===== config.mk =====
export PLATFORM = sky130hd
export DESIGN_NAME = rc_pulse_width_to_motor_duty
export DESIGN_NICKNAME = d
export VERILOG_FILES = /design/src/hw/rtl/rcpw_pkg.sv /design/src/hw/rtl/rcpw_fifo.sv /design/src/hw/rtl/rcpw_front.sv /design/src/hw/rtl/rcpw_back.sv /design/src/hw/rtl/rc_pulse_width_to_motor_duty.sv
export SDC_FILE = /design/constraint.sdc
export NUM_CORES = 2
export LEC_CHECK = 0
export BUFFER_PORTS_ARGS = -buffer_cell sky130_fd_sc_hd__buf_2
export CAP_MARGIN = 10
export CORE_MARGIN = 3
export CORE_UTILIZATION = 30
export CTS_BUF_LIST = sky130_fd_sc_hd__clkbuf_2 sky130_fd_sc_hd__clkbuf_4 sky130_fd_sc_hd__clkbuf_8
export DETAILED_ROUTE_END_ITERATION = 8
export PLACE_DENSITY = 0.47
export SLEW_MARGIN = 40
export SYNTH_ARGS = -nofsm -noshare
export SYNTH_HDL_FRONTEND = slang
export SYNTH_SLANG_ARGS = --single-unit
export TNS_END_PERCENT = 30

===== constraint.sdc =====
create_clock -name clk -period 22.7 [get_ports clk]
set_input_delay 4.54 -clock clk [delete_from_list [all_inputs] [get_ports clk]]
set_output_delay 4.54 -clock clk [all_outputs]
set_load 0.01 [all_outputs]

===== src/hw/rtl/rcpw_pkg.sv =====
package rcpw_pkg;

	// Default sizing
	localparam int NUM_CHANNELS_DEF = 6;
	localparam int TIMER_BITS_DEF   = 16;
	localparam int JOB_DEPTH_DEF    = 4;
	localparam int RES_DEPTH_DEF    = 4;

	// Field widths fixed by the interface
	localparam int CH_W    = 3;
	localparam int TIME_W  = 16;
	localparam int REG_W   = 16;
	localparam int DUTY_W  = 16;
	localparam int WID_W   = 18;	// signed pulse width incl. reload correction
	localparam int PROD_W  = 32;

	// Special channels
	localparam logic [CH_W-1:0] RIGHT_CH = 3'd0;
	localparam logic [CH_W-1:0] LEFT_CH  = 3'd3;
	localparam logic [CH_W-1:0] MODE_CH  = 3'd4;

	// Register reset values
	localparam logic [REG_W-1:0] RELOAD_RST     = 16'd50000;
	localparam logic [REG_W-1:0] DUTY_SCALE_RST = 16'd54000;
	localparam logic [REG_W-1:0] THRESHOLD_RST  = 16'd1500;

	// Duty = floor(product / 2000): shift by 4, then divide by 125 through a
	// reciprocal. Exact for products below the saturation limit.
	localparam int DUTY_DIVISOR = 2000;
	localparam logic [PROD_W-1:0] SAT_LIMIT = PROD_W'((2 ** DUTY_W) * DUTY_DIVISOR);
	localparam int PRE_SHIFT   = 4;
	localparam int QUOT_IN_W   = 23;
	localparam int RECIP_W     = 24;
	localparam int RECIP_SHIFT = 30;
	localparam logic [RECIP_W-1:0] RECIP_M = 24'd8589935;	// ceil(2^30 / 125)
	localparam int RECIP_PROD_W = QUOT_IN_W + RECIP_W;

	// Register indexes
	typedef enum logic [1:0] {
		CFG_RELOAD     = 2'd0,
		CFG_DUTY_SCALE = 2'd1,
		CFG_THRESHOLD  = 2'd2
	} cfg_idx_t;

	typedef enum logic [1:0] {
		TGT_NONE  = 2'd0,
		TGT_RIGHT = 2'd1,
		TGT_LEFT  = 2'd2
	} duty_tgt_t;

	typedef enum logic [1:0] {
		IND_KEEP = 2'd0,
		IND_LOW  = 2'd1,
		IND_HIGH = 2'd2
	} ind_drive_t;

	typedef struct packed {
		logic [CH_W-1:0]   channel;
		logic              rising;
		logic [TIME_W-1:0] timer_value;
	} in_item_t;

	typedef struct packed {
		duty_tgt_t         duty_target;
		logic [DUTY_W-1:0] duty_value;
		logic              remote_mode;
		ind_drive_t        indicator_drive;
	} out_item_t;

	// Classified event handed from front to back; width is zero when no duty
	// update is due or the measured width is not positive.
	typedef struct packed {
		duty_tgt_t         target;
		logic [DUTY_W-1:0] width;
		logic              remote_mode;
		ind_drive_t        ind;
	} job_t;

endpackage


===== src/hw/rtl/rcpw_fifo.sv =====
module rcpw_fifo #(
	parameter int WIDTH = 8,
	parameter int DEPTH = 4
) (
	input  logic             clk,
	input  logic             arst_n,
	input  logic             wr_en,
	input  logic [WIDTH-1:0] wr_data,
	input  logic             rd_en,
	output logic [WIDTH-1:0] rd_data,
	output logic             full,
	output logic             empty
);

	localparam int AW = (DEPTH > 1) ? $clog2(DEPTH) : 1;

	logic [WIDTH-1:0] mem_q [DEPTH];
	logic [AW-1:0]    wr_ptr_q, rd_ptr_q;
	logic [AW:0]      count_q;
	logic             do_wr, do_rd;

	assign full    = (count_q == (AW+1)'(DEPTH));
	assign empty   = (count_q == '0);
	assign do_wr   = wr_en && !full;
	assign do_rd   = rd_en && !empty;
	assign rd_data = mem_q[rd_ptr_q];

	// Storage
	always_ff @(posedge clk) begin
		if (do_wr) begin
			mem_q[wr_ptr_q] <= wr_data;
		end
	end

	// Pointers and fill count
	always_ff @(posedge clk or negedge arst_n) begin
		if (!arst_n) begin
			wr_ptr_q <= '0;
			rd_ptr_q <= '0;
			count_q  <= '0;
		end else begin
			if (do_wr) begin
				wr_ptr_q <= (wr_ptr_q == AW'(DEPTH - 1)) ? '0 : wr_ptr_q + 1'b1;
			end
			if (do_rd) begin
				rd_ptr_q <= (rd_ptr_q == AW'(DEPTH - 1)) ? '0 : rd_ptr_q + 1'b1;
			end
			if (do_wr && !do_rd) begin
				count_q <= count_q + 1'b1;
			end else if (do_rd && !do_wr) begin
				count_q <= count_q - 1'b1;
			end
		end
	end

endmodule


===== src/hw/rtl/rcpw_front.sv =====
module rcpw_front #(
	parameter int NUM_CHANNELS = rcpw_pkg::NUM_CHANNELS_DEF,
	parameter int TIMER_BITS   = rcpw_pkg::TIMER_BITS_DEF
) (
	input  logic                         clk,
	input  logic                         arst_n,
	input  logic                         take,
	input  rcpw_pkg::in_item_t           capture,
	input  logic [rcpw_pkg::REG_W-1:0]   reload_val,
	input  logic [rcpw_pkg::REG_W-1:0]   mode_threshold,
	output rcpw_pkg::job_t               job
);

	// Timer values are only ever held modulo 2^TIMER_BITS
	localparam int NOW_W = (TIMER_BITS < rcpw_pkg::TIME_W) ? TIMER_BITS : rcpw_pkg::TIME_W;
	localparam int EXT_W = rcpw_pkg::WID_W - NOW_W - 1;
	localparam logic signed [rcpw_pkg::WID_W-1:0] WID_ZERO = '0;

	logic [NOW_W-1:0]                stamp_q [NUM_CHANNELS];
	logic                            mode_q;
	logic [NOW_W-1:0]                now;
	logic [NOW_W-1:0]                stamp_sel;
	logic                            in_range;
	logic signed [NOW_W:0]           diff;
	logic signed [rcpw_pkg::WID_W-1:0] wid_raw, wid;
	logic                            mode_next;
	logic                            is_mode_fall;

	assign now = capture.timer_value[NOW_W-1:0];

	// Stamp lookup for the addressed channel
	always_comb begin
		stamp_sel = '0;
		in_range  = 1'b0;
		for (int i = 0; i < NUM_CHANNELS; i++) begin
			if (32'(capture.channel) == i) begin
				stamp_sel = stamp_q[i];
				in_range  = 1'b1;
			end
		end
	end

	// Pulse width; a non-positive difference wraps by the reload
	always_comb begin
		diff    = $signed({1'b0, now}) - $signed({1'b0, stamp_sel});
		wid_raw = {{EXT_W{diff[NOW_W]}}, diff};
		if (wid_raw <= WID_ZERO) begin
			wid = wid_raw + $signed({2'b00, reload_val});
		end else begin
			wid = wid_raw;
		end
	end

	assign is_mode_fall = in_range && !capture.rising && (capture.channel == rcpw_pkg::MODE_CH);
	assign mode_next    = is_mode_fall ? (wid >= $signed({2'b00, mode_threshold})) : mode_q;

	// Classification
	always_comb begin
		job             = '0;
		job.target      = rcpw_pkg::TGT_NONE;
		job.ind         = rcpw_pkg::IND_KEEP;
		job.remote_mode = mode_next;
		if (in_range) begin
			if (capture.rising) begin
				if (capture.channel == rcpw_pkg::MODE_CH) begin
					job.ind = rcpw_pkg::IND_HIGH;
				end
			end else if (capture.channel == rcpw_pkg::MODE_CH) begin
				job.ind = rcpw_pkg::IND_LOW;
			end else if (mode_q && (capture.channel == rcpw_pkg::RIGHT_CH ||
					capture.channel == rcpw_pkg::LEFT_CH)) begin
				job.target = (capture.channel == rcpw_pkg::RIGHT_CH) ?
					rcpw_pkg::TGT_RIGHT : rcpw_pkg::TGT_LEFT;
				job.width  = (wid > WID_ZERO) ? wid[rcpw_pkg::DUTY_W-1:0] : '0;
			end
		end
	end

	// Rise stamps and mode flag
	always_ff @(posedge clk or negedge arst_n) begin
		if (!arst_n) begin
			for (int i = 0; i < NUM_CHANNELS; i++) begin
				stamp_q[i] <= '0;
			end
			mode_q <= 1'b0;
		end else if (take) begin
			for (int i = 0; i < NUM_CHANNELS; i++) begin
				if (capture.rising && 32'(capture.channel) == i) begin
					stamp_q[i] <= now;
				end
			end
			mode_q <= mode_next;
		end
	end

endmodule


===== src/hw/rtl/rcpw_back.sv =====
module rcpw_back (
	input  logic                       clk,
	input  logic                       arst_n,
	input  logic [rcpw_pkg::REG_W-1:0] duty_scale,
	input  rcpw_pkg::job_t             job,
	input  logic                       job_empty,
	output logic                       job_pop,
	input  logic                       res_full,
	output logic                       res_push,
	output rcpw_pkg::out_item_t        res
);

	logic                                 v_s1, v_s2;
	rcpw_pkg::job_t                       job_s1, job_s2;
	logic [rcpw_pkg::PROD_W-1:0]          prod_s1;
	logic                                 sat_s2;
	logic [rcpw_pkg::RECIP_PROD_W-1:0]    recip_s2;
	logic                                 adv;

	// Whole pipeline holds when the last stage cannot drain
	assign adv      = !(v_s2 && res_full);
	assign job_pop  = adv && !job_empty;
	assign res_push = v_s2 && !res_full;

	// Valid bits
	always_ff @(posedge clk or negedge arst_n) begin
		if (!arst_n) begin
			v_s1 <= 1'b0;
			v_s2 <= 1'b0;
		end else if (adv) begin
			v_s1 <= !job_empty;
			v_s2 <= v_s1;
		end
	end

	// s1: scale by duty_scale; s2: saturation check and divide by 2000
	always_ff @(posedge clk) begin
		if (adv) begin
			job_s1   <= job;
			prod_s1  <= rcpw_pkg::PROD_W'(duty_scale) * rcpw_pkg::PROD_W'(job.width);
			job_s2   <= job_s1;
			sat_s2   <= (prod_s1 >= rcpw_pkg::SAT_LIMIT);
			recip_s2 <= rcpw_pkg::RECIP_PROD_W'(
					prod_s1[rcpw_pkg::PRE_SHIFT +: rcpw_pkg::QUOT_IN_W]) *
				rcpw_pkg::RECIP_PROD_W'(rcpw_pkg::RECIP_M);
		end
	end

	// Result assembly
	always_comb begin
		res.duty_target     = job_s2.target;
		res.duty_value      = sat_s2 ? '1 :
			recip_s2[rcpw_pkg::RECIP_SHIFT +: rcpw_pkg::DUTY_W];
		res.remote_mode     = job_s2.remote_mode;
		res.indicator_drive = job_s2.ind;
	end

endmodule


===== src/hw/rtl/rc_pulse_width_to_motor_duty.sv =====
// RC pulse-width decoder feeding two motor duty compares.
// Path: an event passes through the event queue, the multiply stage, the
// reciprocal-divide stage and the result queue, in that order.
// Throughput: one event per cycle while neither queue is full; the front classifies in the accept cycle.
// Reset: rise stamps and mode clear, registers take their defaults, queues
// empty; no clearing pass, events are taken right after reset.
module rc_pulse_width_to_motor_duty #(
	parameter int NUM_CHANNELS = rcpw_pkg::NUM_CHANNELS_DEF,
	parameter int TIMER_BITS   = rcpw_pkg::TIMER_BITS_DEF,
	parameter int JOB_DEPTH    = rcpw_pkg::JOB_DEPTH_DEF,
	parameter int RES_DEPTH    = rcpw_pkg::RES_DEPTH_DEF
) (
	input  logic                       clk,
	input  logic                       arst_n,
	input  logic                       push,
	output logic                       full,
	input  rcpw_pkg::in_item_t         capture,
	output logic                       empty,
	input  logic                       pop,
	output rcpw_pkg::out_item_t        result,
	input  logic                       cfg_we,
	input  logic [1:0]                 cfg_index,
	input  logic [rcpw_pkg::REG_W-1:0] cfg_wdata
);

	logic [rcpw_pkg::REG_W-1:0] reload_q, duty_scale_q, threshold_q;
	logic                       take;
	rcpw_pkg::job_t             job_in, job_out;
	logic [$bits(rcpw_pkg::job_t)-1:0]      job_vec;
	logic [$bits(rcpw_pkg::out_item_t)-1:0] res_vec;
	logic                       job_empty, job_pop;
	logic                       res_full, res_push;
	rcpw_pkg::out_item_t        res_in;

	// Configuration registers
	always_ff @(posedge clk or negedge arst_n) begin
		if (!arst_n) begin
			reload_q     <= rcpw_pkg::RELOAD_RST;
			duty_scale_q <= rcpw_pkg::DUTY_SCALE_RST;
			threshold_q  <= rcpw_pkg::THRESHOLD_RST;
		end else if (cfg_we) begin
			unique case (rcpw_pkg::cfg_idx_t'(cfg_index))
				rcpw_pkg::CFG_RELOAD:     reload_q     <= cfg_wdata;
				rcpw_pkg::CFG_DUTY_SCALE: duty_scale_q <= cfg_wdata;
				rcpw_pkg::CFG_THRESHOLD:  threshold_q  <= cfg_wdata;
				default: ;
			endcase
		end
	end

	assign take = push && !full;

	rcpw_front #(
		.NUM_CHANNELS (NUM_CHANNELS),
		.TIMER_BITS   (TIMER_BITS)
	) u_front (
		.clk            (clk),
		.arst_n         (arst_n),
		.take           (take),
		.capture        (capture),
		.reload_val     (reload_q),
		.mode_threshold (threshold_q),
		.job            (job_in)
	);

	// Queue between classification and duty computation
	rcpw_fifo #(
		.WIDTH ($bits(rcpw_pkg::job_t)),
		.DEPTH (JOB_DEPTH)
	) u_job_q (
		.clk     (clk),
		.arst_n  (arst_n),
		.wr_en   (take),
		.wr_data (job_in),
		.rd_en   (job_pop),
		.rd_data (job_vec),
		.full    (full),
		.empty   (job_empty)
	);

	assign job_out = rcpw_pkg::job_t'(job_vec);

	rcpw_back u_back (
		.clk        (clk),
		.arst_n     (arst_n),
		.duty_scale (duty_scale_q),
		.job        (job_out),
		.job_empty  (job_empty),
		.job_pop    (job_pop),
		.res_full   (res_full),
		.res_push   (res_push),
		.res        (res_in)
	);

	// Result queue
	rcpw_fifo #(
		.WIDTH ($bits(rcpw_pkg::out_item_t)),
		.DEPTH (RES_DEPTH)
	) u_res_q (
		.clk     (clk),
		.arst_n  (arst_n),
		.wr_en   (res_push),
		.wr_data (res_in),
		.rd_en   (pop),
		.rd_data (res_vec),
		.full    (res_full),
		.empty   (empty)
	);

	assign result = rcpw_pkg::out_item_t'(res_vec);

endmodule


==> After elaboration in Yosys (flattened, before gate mapping) <==
Memories as Yosys holds them, arrays and structs flattened.
Cells that the tools add are included.
{ "word_totals": {"out_inout_bits": 23, "input_bits": 43, "ff_bits": 250, "ramBits": 168, "n_memories": 2, "rom_bits": 0, "wordCells": 142, "latchBits": 0} }
{ "classes": {"shift": 0, "order_cmp": 4, "muxes": 37, "n_eq_ne": 13, "multipliers": 2, "reduce_logical": 47, "bitwise": 0, "n_div": 0, "add_sub_neg": 10} }
{ "memory_table": {"columns": ["name", "words", "width", "read_ports", "rd_ports_with_merged_regs", "write_ports", "line_no", "source"], "rows": [
  ["u_job_q.mem_q", 4, 21, 1, 0, 1, "rcpw_fifo.sv:17", "logic [WIDTH-1:0] mem_q [DEPTH];"],
  ["u_res_q.mem_q", 4, 21, 1, 0, 1, "rcpw_fifo.sv:17", null]
]} }
{ "ops": {"columns": ["op", "count"], "rows": [
  ["two-way mux 16 bit", 8],
  ["two-way mux 18 bit", 5],
  ["multiplier 23 x 24 -> 46 bit (second input constant)", 1],
  ["greater-or-equal comparator 32 x 27 -> 1 bit (second input constant)", 1],
  ["multiplier 16 x 16 -> 32 bit", 1],
  ["logical AND 1 bit", 21],
  ["adder 17 x 17 -> 18 bit", 1],
  ["greater-or-equal comparator 18 x 17 -> 1 bit", 1],
  ["greater-than comparator 18 x 1 -> 1 bit (second input constant)", 1],
  ["AND reduction 2 bit", 9],
  ["<= comparator 17 x 1 -> 1 bit (second input constant)", 1],
  ["subtractor 16 x 16 -> 17 bit", 1],
  ["two-way mux 2 bit", 8],
  ["== test 3 bit (second input constant)", 4],
  ["two-way mux 1 bit", 12],
  ["two-way mux 3 bit", 4],
  ["== test 2 bit (second input constant)", 5],
  ["zero test 1 bit", 10],
  ["zero test 3 bit", 3],
  ["adder 2 x 1 -> 2 bit (second input constant)", 4],
  ["adder 3 x 1 -> 3 bit (second input constant)", 2],
  ["== test 3 x 2 -> 1 bit (second input constant)", 2],
  ["subtractor 3 x 1 -> 3 bit (second input constant)", 2],
  ["nonzero test 2 bit", 2],
  ["4 further kinds", 4]
]} }

==> Depth between registers and ports, before layout <==
{ "depth": {"ltp_word": 16, "ltp_mapped": 30, "ltp_nobuf": 28} }

==> By module <==
Synthesis repeated with hierarchy kept, for this count alone.
{ "hier_totals": {"hier_cells": 2952, "area_unflattened_um2": 34217.8} }
{ "by_module_without_submodules": {"columns": ["module", "cells_per_inst", "area_per_inst_um2", "seq_area_each_um2", "instances"], "rows": [
  ["rcpw_back", 1862, 18323.8, 1701.6, 1],
  ["rcpw_front", 693, 7079.3, 2427.3, 1],
  ["rcpw_fifo at u_res_q", 147, 3495.9, 2697.6, 1],
  ["rcpw_fifo at u_job_q", 147, 3470.8, 2697.6, 1],
  ["rc_pulse_width_to_motor_duty", 103, 1848.0, 1227.4, 1]
]} }

==> Least setup slack after synthesis <==
No wires, ideal clock.
{ "synth_timing": {"path_kind": "input-to-reg", "start": "input capture[17] in the netlist's numbering", "end": "memory u_job_q.mem_q[0][2] in the netlist's numbering, data pin", "arrival_ps": 10605, "t_required_ps": 22420, "path_stages": 27, "setup_ps": 280, "setup_slack_ps": 11815, "n_path_buf": 4, "path_cell_list": "buf_1 > buf_1 > buf_1 > mux2i_1 > nor2_1 > a21oi_1 > ha_1 > nor2b_1 > o21a_1 > or3_1 > a211o_1 > or4_1 > a2111oi_2 > and4b_1 > a21o_2 > buf_4 > mux2_1 > ha_1 > a21o_1 > a21o_1 > a21oi_1 > o211ai_1 > a221o_1 > a31oi_1 > nor3_1 > a41oi_1 > nand3_1"} }
{ "synth_rtl": {"columns": ["item", "line_no", "source"], "rows": [
  ["start: declaration", "rc_pulse_width_to_motor_duty.sv:17", "input rcpw_pkg::in_item_t capture,"],
  ["end: declaration", "rcpw_fifo.sv:17", null]
]} }

==> flow_metrics.tcl <==
set metrics [dict create \
    coreArea_mm2 0.111 \
    numCtsBuffers 68 \
    yosysSeqAreaShare_pct 31.9 \
    clkSlewWorstSetupHoldPaths_ps 60 \
    final_util_pct 33.5 \
    cts_tree "yes" \
    synthSimpleGateAreaFrac_pct 8.23 \
    synthCells 2939 \
    avgSynthCellArea_um2 11.5 \
    first_pass_iters 7 \
    synth.area.mux_share_pct 9.28 \
    max_clock_freq_ghz 0.0899 \
    drc_errors 0 \
    synthArstFlopShare_pct 41.9 \
    holdBufCountCts 0 \
    hold_start "u_back.job_s1[1]" \
    grt_antenna_before_repair 10 \
    grt_max_degree 95 \
    clock_skew_ps 65.0 \
    synth_top_family_by_area "adder cells" \
    path_class "in -> reg" \
    synth_compound_area_share_pct 5.82 \
    synthAdderAreaFrac_pct 36.2 \
    cts_sinks 384 \
    rsz0062_at_grt "false" \
    fin_crit_sh_pct 49.0 \
    drive_above_1_share_pct 15.2 \
    area_delta_synth_final_pct 10.6 \
    drv_slew 0 \
    vias_per_cell 4.56 \
    cts_buffer_depth 3 \
    io_buffers 65 \
    htree_levels 3 \
    placementRows 122 \
    ys_ff_latch 384 \
    synth_edf_count 223 \
    dp_hpwl_um 61000 \
    clock-root-buffer "clkbuf_8" \
    nets 3835 \
    die_h_um 341 \
    syn_area_mm2 0.0337 \
    tns_ps 0 \
    gp_congestion 0.810 \
    yosys.cell_types.count 77 \
    dpl_cell_area_mm2 0.0359 \
    cts_resized 0 \
    pre_cts_slack_ps 10930 \
    cp-end-kind "flip-flop" \
    min_period_ps 11120 \
    wl_um 79300 \
    ys.flop_type "edfxtp_1" \
    clk-insertion-delay-late_ps 650 \
    cp.required_ps 23050 \
    critPathArrivalTime_ps 11470 \
    grt_pass1_vias 22525 \
    status "complete, no violations" \
    holdCritPathClass "reg -> reg" \
    yosys_warnings 0 \
    num_vias 20862 \
    drt.antenna.violating_nets 0 \
    wl_per_cell_um 17.3 \
    worst-path-max-fanout 19 \
    start_kind "input port" \
    drt_iter0_drc 947 \
    fin_ws_ps 11580 \
    final_cell_area_mm2 0.0373 \
    die_w_um 341 \
    synth-xor-area-share_pct 1.53 \
    finalSetupViolCount 0 \
    syn_nets 3745 \
    tightest_slew_ps 786 \
    dieArea_mm2 0.116 \
    grtUsageTotal_pct 13.9 \
    timing_hold_violations_final 0 \
    crit_start "capture[19]" \
    io_pins 66 \
    start_util_pct 30.3 \
    grt_pass1_wl_um 128000 \
    globalRouteOverflowTotal 0 \
    postCtsSetupBuffers 0 \
    max-slew-margin-rel_pct 47.6 \
    cap_viol_max_count 0 \
    regToRegStartpoint "u_job_q.rd_ptr_q[0]" \
]
[sequential cells by signal, indices dropped and copies added (netlist names), 2 cells and up]
register / cells
duty_scale_q: 16
reload_q: 16
threshold_q: 16
u_back.job_s1: 5
u_back.prod_s1: 28
u_back.recip_s2: 16
u_back.res: 5
u_front.stamp_q: 96
u_job_q.count_q: 3
u_job_q.mem_q: 84
u_job_q.rd_ptr_q: 2
u_job_q.wr_ptr_q: 2
u_res_q.count_q: 3
u_res_q.mem_q: 84
u_res_q.rd_ptr_q: 2
u_res_q.wr_ptr_q: 2
[cell usage after synthesis, drive strengths merged (14+ instances only)]
library cell  count  area, um2
a21oi            87        443
inv             551       2070
dfstp            21        552
mux2            157       1770
or2              21        131
xnor2            43        377
and2            113        707
nand2           234        878
xor2             16        140
ha              410       5130
mux2i            21        210
nor2             85        322
nor3             29        150
dfrtp           140       3500
a21o             31        234
a211oi           14        105
nand3            25        125
o21ai            62        310
edfxtp          223       6700
fa              353       7070
clkbuf           61        229
mux4             51       1150
buf              16       77.6
[per-stage QoR]
step	instances	hold WS (ps)
2_1_floorplan	2939	400
3_3_place_gp	4437	403
3_5_place_dp	4446	406
4_1_cts	4569	409
5_1_grt	4571	420
6_report	4574	418
[placed cells by master (no fill, tap or decap), types with 51 or more instances in the layout]
| cell type | count |
|---|---|
| nor2_1 | 84 |
| a21oi_1 | 85 |
| nand2_1 | 232 |
| ha_1 | 410 |
| buf_2 | 64 |
| mux4_2 | 51 |
| inv_1 | 551 |
| clkbuf_8 | 73 |
| dfrtp_1 | 139 |
| mux2_2 | 152 |
| fa_1 | 353 |
| o21ai_0 | 60 |
| edfxtp_1 | 223 |
| and2_1 | 113 |
[final cells by class]
type                       count  area (um2)
fill                       11377       73900
multi-input combinational   1926       20600
sequential                   384       10800
inverter                     552        2070
tap                         1488        1860
clock buffer                  91        1140
timing repair buffer          97         619
clock inverter                32         195
antenna                        4        10.0
[final timing paths]
| path | end | slack, ps | cells after the start |
|---|---|---|---|
| min in group asynchronous | u_front.stamp_q[59] | 3720 | 1 |
| max | u_job_q.mem_q[3][2] | 11580 | 25 |
| min | u_back.res[1] | 420 | 0 |
| min reg2reg | u_back.res[1] | 420 | 0 |
| max reg2reg | u_back.prod_s1[29] | 14810 | 24 |
| max in group asynchronous | u_res_q.wr_ptr_q[0] | 18050 | 2 |
[per-layer routing]
layer	track usage [%]	part of all wire (%)	vias up	wire length, um
li1	-	-	9979	-
met1	18.8	46	10488	36700
met2	23.9	49	295	38600
met3	1.79	3.1	98	2430
met4	3.09	1.9	2	1510
met5	0	0.021	-	17
[critical path, cell delays in order]
cell	delay, ps
buf_2	110
clkinv_1	480
nor2_1	590
and2_1	400
a221oi_1	160
ha_1	450
nand2_1	80
o21ai_0	220
o21ai_1	120
xnor2_1	250
or4_1	600
a2111oi_2	280
and4b_1	510
a21o_2	390
mux2_1	360
ha_1	300
a21o_1	180
a21o_1	160
a21oi_1	150
o211ai_1	110
a221o_1	360
a31oi_1	220
nor3_1	70
a41oi_1	190
nand3_1	170
[logic make-up (layout without fill, tap and decap cells)]
family,count (synthesis),after routing
mux,229,229
xor+xnor,59,59
buf+inv,629,772
other cells,0,4
flops,384,384
simple gates,576,576
fa+ha+maj,763,763
compound gates,299,299
Power is not shown: default switching activity piles up to over one toggle a cycle in this logic, so the estimate is an artifact.
